`src/rtl/lsac_pkg.sv`:
```
package lsac_pkg;

	localparam int SETS        = 1024;
	localparam int WAYS        = 4;
	localparam int BLOCK_BYTES = 8;
	localparam int ADDR_W      = 32;
	localparam int OFF_W       = $clog2(BLOCK_BYTES);
	localparam int SET_W       = $clog2(SETS);
	localparam int TAG_W       = ADDR_W - OFF_W - SET_W;
	localparam int WAY_W       = 2;
	localparam int RANK_W      = $clog2(WAYS);
	localparam int FILL_W      = $clog2(WAYS + 1);
	localparam int VTAG_W      = 19;

	typedef enum logic [1:0] {
		CMD_READ  = 2'd0,
		CMD_WRITE = 2'd1,
		CMD_FETCH = 2'd2,
		CMD_NONE  = 2'd3
	} cmd_t;

	typedef enum logic [1:0] {
		ST_CLEAR,
		ST_IDLE,
		ST_LOOK
	} state_t;

	typedef struct packed {
		logic [TAG_W-1:0]  tag;
		logic              dirty;
		logic [RANK_W-1:0] rank;
	} line_t;

	typedef struct packed {
		logic [FILL_W-1:0]    fill;
		line_t [WAYS-1:0]     lines;
	} row_t;

	typedef struct packed {
		logic              ignored;
		logic              hit;
		logic [WAY_W-1:0]  way_used;
		logic              write_back;
		logic [VTAG_W-1:0] victim_tag;
	} res_t;

endpackage

```
`src/rtl/lsac_upd.sv`:
```
module lsac_upd (
	input  lsac_pkg::row_t                row,
	input  logic [1:0]                    command,
	input  logic [lsac_pkg::ADDR_W-1:0]   byte_address,
	output lsac_pkg::row_t                row_new,
	output lsac_pkg::res_t                res,
	output logic                          wr
);

	localparam int WAYS   = lsac_pkg::WAYS;
	localparam int WAY_W  = lsac_pkg::WAY_W;
	localparam int FILL_W = lsac_pkg::FILL_W;
	localparam int TAG_W  = lsac_pkg::TAG_W;
	localparam int VTAG_W = lsac_pkg::VTAG_W;
	localparam int ADDR_W = lsac_pkg::ADDR_W;

	logic              ign;
	logic              is_wr;
	logic [TAG_W-1:0]  tag;
	logic [FILL_W-1:0] fill;
	logic [FILL_W-1:0] fill_new;
	logic [FILL_W-1:0] old;
	logic              hit;
	logic              wb;
	logic [WAY_W-1:0]  w;

	always_comb begin
		ign   = (command == lsac_pkg::CMD_NONE) ||
		        ((command == lsac_pkg::CMD_FETCH) && (byte_address == '1));
		is_wr = (command == lsac_pkg::CMD_WRITE);
		tag   = byte_address[ADDR_W-1 -: TAG_W];
		fill  = (row.fill > FILL_W'(WAYS)) ? FILL_W'(WAYS) : row.fill;

		hit = 1'b0;
		w   = '0;
		for (int i = 0; i < WAYS; i++) begin
			if (!hit && (FILL_W'(i) < fill) && (row.lines[i].tag == tag)) begin
				hit = 1'b1;
				w   = WAY_W'(i);
			end
		end

		row_new  = row;
		fill_new = fill;
		old      = '0;
		wb       = 1'b0;

		if (hit) begin
			old = FILL_W'(row.lines[w].rank);
			if (is_wr) begin
				row_new.lines[w].dirty = 1'b1;
			end
		end else begin
			if (fill < FILL_W'(WAYS)) begin
				w        = WAY_W'(fill);
				old      = fill;
				fill_new = fill + 1'b1;
			end else begin
				w = '0;
				for (int i = 1; i < WAYS; i++) begin
					if (row.lines[i].rank > row.lines[w].rank) begin
						w = WAY_W'(i);
					end
				end
				old = FILL_W'(row.lines[w].rank);
				wb  = row.lines[w].dirty;
			end
			row_new.lines[w].tag   = tag;
			row_new.lines[w].dirty = is_wr;
		end

		// true LRU: ways more recent than the touched one age by one
		for (int i = 0; i < WAYS; i++) begin
			if ((FILL_W'(i) < fill_new) && (WAY_W'(i) != w) &&
			    (FILL_W'(row.lines[i].rank) < old)) begin
				row_new.lines[i].rank = row.lines[i].rank + 1'b1;
			end
		end
		row_new.lines[w].rank = '0;
		row_new.fill          = fill_new;

		res            = '0;
		res.hit        = hit;
		res.way_used   = w;
		res.write_back = wb;
		res.victim_tag = wb ? VTAG_W'(row.lines[w].tag) : '0;
		if (ign) begin
			res         = '0;
			res.ignored = 1'b1;
		end
		wr = !ign;
	end

endmodule

```
`config.mk`:
```
export PLATFORM = sky130hd
export DESIGN_NAME = lsac_upd
export DESIGN_NICKNAME = d
export VERILOG_FILES = /design/src/rtl/lsac_pkg.sv /design/src/rtl/lsac_upd.sv
export SDC_FILE = /design/constraint.sdc
export NUM_CORES = 1
export LEC_CHECK = 0
export BUFFER_PORTS_ARGS = -buffer_cell sky130_fd_sc_hd__buf_4
export CORE_ASPECT_RATIO = 0.9
export CORE_UTILIZATION = 40
export DETAILED_ROUTE_END_ITERATION = 10
export PLACE_DENSITY_LB_ADDON = 0.2
export SLEW_MARGIN = 20
export SYNTH_ARGS = -nofsm -noshare
export SYNTH_HDL_FRONTEND = slang
export SYNTH_SLANG_ARGS = --single-unit
```
`constraint.sdc`:
```
create_clock -name vclk -period 6.83
set_clock_uncertainty 0.05 [all_clocks]
set_input_delay 1.366 -clock vclk [all_inputs]
set_output_delay 1.366 -clock vclk [all_outputs]
set_load 0.02 [all_outputs]
```
==> results_dict.tcl <==
set metrics [dict create \
    status "completed" \
    power_frac_comb_pct 100.0 \
    worstSetupStartpointType "primary input" \
    slew_headroom_pct 41.3 \
    crit_slowest_cell "mux2_2" \
    ys_seq_area_share_pct 0 \
    worst_slack_ns 0.226 \
    grt_usage_pct 35.4 \
    synth_area_leaders "mux2_1, xnor2_1, mux2_2" \
    cp-end-kind "primary output" \
    final_util_pct 64.7 \
    cpPeakStageDelay_ns 0.38 \
    synth_top_area_cell "mux2_1" \
    drc_errors 0 \
    p_clk_share_pct 0 \
    finalHoldViolCount 0 \
    synth_area_um2 3610 \
    power.total_mw 0.787 \
    nets 839 \
    syn_avg_cell_area_um2 7.57 \
    drtIter0Drc 446 \
    drive_above_1_share_pct 45.9 \
    die_y_um 92.1 \
    critPathMaxFanout 4 \
    cp.arrival_ns 5.19 \
    power_density_nw_per_um2 141 \
    placed_area_um2 5570 \
    syn_to_final_growth_pct 55.1 \
    ir_drop_v 0.0000971 \
    num_antenna_cells 0 \
    fp.coreArea_um2 8650 \
    gp_congestion 0.995 \
    placedCellCount 819 \
    final_cell_mix "buf_4, mux2_1, xnor2_1, nand2_1, xor2_1" \
    postSynthCellCount 477 \
    hold_path_class "in2out" \
    ys_types 58 \
    rows 32 \
    holdCritStartpoint "row[46]" \
    timing.fmax_mhz 151 \
    power.share.sequential_pct 0 \
    antenna_found_initial 0 \
    fin_area_um2 5600 \
    wl_um 17300 \
    min_period_over_period_pct 96.7 \
    die_w_um 102 \
    crit_type "in2out" \
    nClkBuffers 0 \
    timing.critical_path.cells "buf_4 -> inv_1 -> ha_1 -> nor2_1 -> o22ai_2 -> mux2i_1 -> ha_1 -> nor2b_1 -> o21ai_2 -> mux2_2 -> ha_1 -> nand2_1 -> o21ai_2 -> nor2_1 -> a21o_1 -> nand2_1 -> a32oi_1 -> o21a_2 -> ha_1 -> a2111oi_4 -> xnor2_1 -> nor2_1 -> buf_4" \
    holdPathEnd "row_new[46]" \
    slew_violations 0 \
    timing.hold.ws_ns 3.01 \
    ioPinCount 241 \
    synth_nets 614 \
    viasPerCell 5.99 \
    fin_setup_tns_ns 0 \
    drtAntennaViolNets 0 \
    p_leak_nw 2.49 \
    power_switching_mw 0.437 \
    power.share.switching_pct 55.5 \
    dp_hpwl_um 14400 \
    initial_utilization_pct 41.7 \
    fin_crit_ns 6.60 \
    grt_overflow 0 \
    tightest_slew_ns 0.873 \
    vias 4902 \
    final_cells 819 \
    dr.pass1.iters 8 \
    regArea_um2 0 \
    first_global_vias 4710 \
    pre_cts_slack_ns 0.00823 \
    grt_max_degree 23 \
    synth_top_area_share_pct 14.7 \
    grt_pass1_wl_um 25500 \
    wl_per_cell_um 21.1 \
    io_buffers 241 \
    maxCapViolations 0 \
    min_path_cells 3 \
    crit_top_cell "ha_1" \
    fp.dieArea_um2 9410 \
    setup_viol 0 \
    p_int_mw 0.351 \
    worstPathRequired_ns 5.41 \
    seq_cells 0 \
    final_common_cell "buf_4" \
    synth_warnings 0 \
]
-- routing by layer --
| metal | global-route usage (%) | vias up | wire length (um) |
|---|---|---|---|
| met2 | 61.4 | 300 | 8330 |
| met1 | 46.7 | 2334 | 7120 |
| met3 | 4.04 | 23 | 1600 |
| met4 | 7.02 | 0 | 270 |
| met5 | 0 | - | 0 |
| li1 | - | 2245 | - |
-- synthesized netlist by cell type (3+ instances only) --
| master | instances |
|---|---|
| a21oi_1 | 28 |
| nand4_1 | 25 |
| nor3_1 | 13 |
| a222oi_1 | 19 |
| xnor2_1 | 44 |
| nand4b_1 | 4 |
| nand2_1 | 38 |
| ha_1 | 12 |
| xor2_1 | 35 |
| a211oi_1 | 4 |
| nand2b_1 | 3 |
| buf_2 | 26 |
| nand3_1 | 4 |
| mux2i_1 | 6 |
| and3_1 | 3 |
| mux2_2 | 32 |
| clkbuf_1 | 9 |
| nor3b_1 | 3 |
| buf_4 | 3 |
| nor4_1 | 16 |
| o21ai_0 | 4 |
| mux2_1 | 47 |
| a21o_1 | 4 |
| inv_1 | 16 |
| nor4_2 | 3 |
| nor2b_1 | 5 |
| nor4b_1 | 4 |
| or4_1 | 3 |
| o21ai_1 | 5 |
| nor2_1 | 21 |
| buf_6 | 4 |
-- critical path: cells and delay by family --
family / cells / cell delay (ns)
compound gates: 7 / 1.20
fa+ha+maj: 4 / 1.05
mux: 2 / 0.57
simple gates: 6 / 0.51
buf+inv: 3 / 0.33
xor+xnor: 1 / 0.16
-- cell type report --
cell class                 instances  area, um2
fill                             793       3050
inverter                          16       60.1
multi-input combinational        419       3380
tap                              119        149
timing repair buffer             265       2010
-- power groups by stage --
stage	combinational, mW	sequential, mW	clock (mW)
after floorplan	0.444	0	0
after global placement	0.764	0	0
after detailed placement	0.772	0	0
after CTS	0.775	0	0
after global routing	0.829	0	0
final	0.787	0	0
-- repair_timing --
action | CTS | global route
setup endpoints to repair | 1 | 35
hold buffers | 0 | 0
gates resized for setup | 1 | 6
pin swaps | 0 | 1
setup buffers | 0 | 0
-- logic make-up after synthesis --
logic type / after synthesis / share of synthesized area [%]
multiplexers: 86 / 26.7
AO/OA/AOI/OAI: 85 / 17.3
XOR/XNOR: 79 / 19.2
AND/OR/NAND/NOR: 157 / 24.6
adder cells (fa/ha/maj): 12 / 4.16
buffers and inverters: 58 / 8.08
-- how the worst max path moves through the flow --
stage	slack, ns	to	startpoint
4_1_cts	0.06	row_new[23]	row[1]
5_1_grt	-0.03	row_new[1]	row[1]
3_3_place_gp	0.09	row_new[23]	row[1]
2_1_floorplan	0.007	row_new[1]	row[1]
3_5_place_dp	0.008	row_new[23]	row[1]
6_report	0.23	row_new[1]	row[1]
No activity file was read; power rests on OpenSTA's default activity.
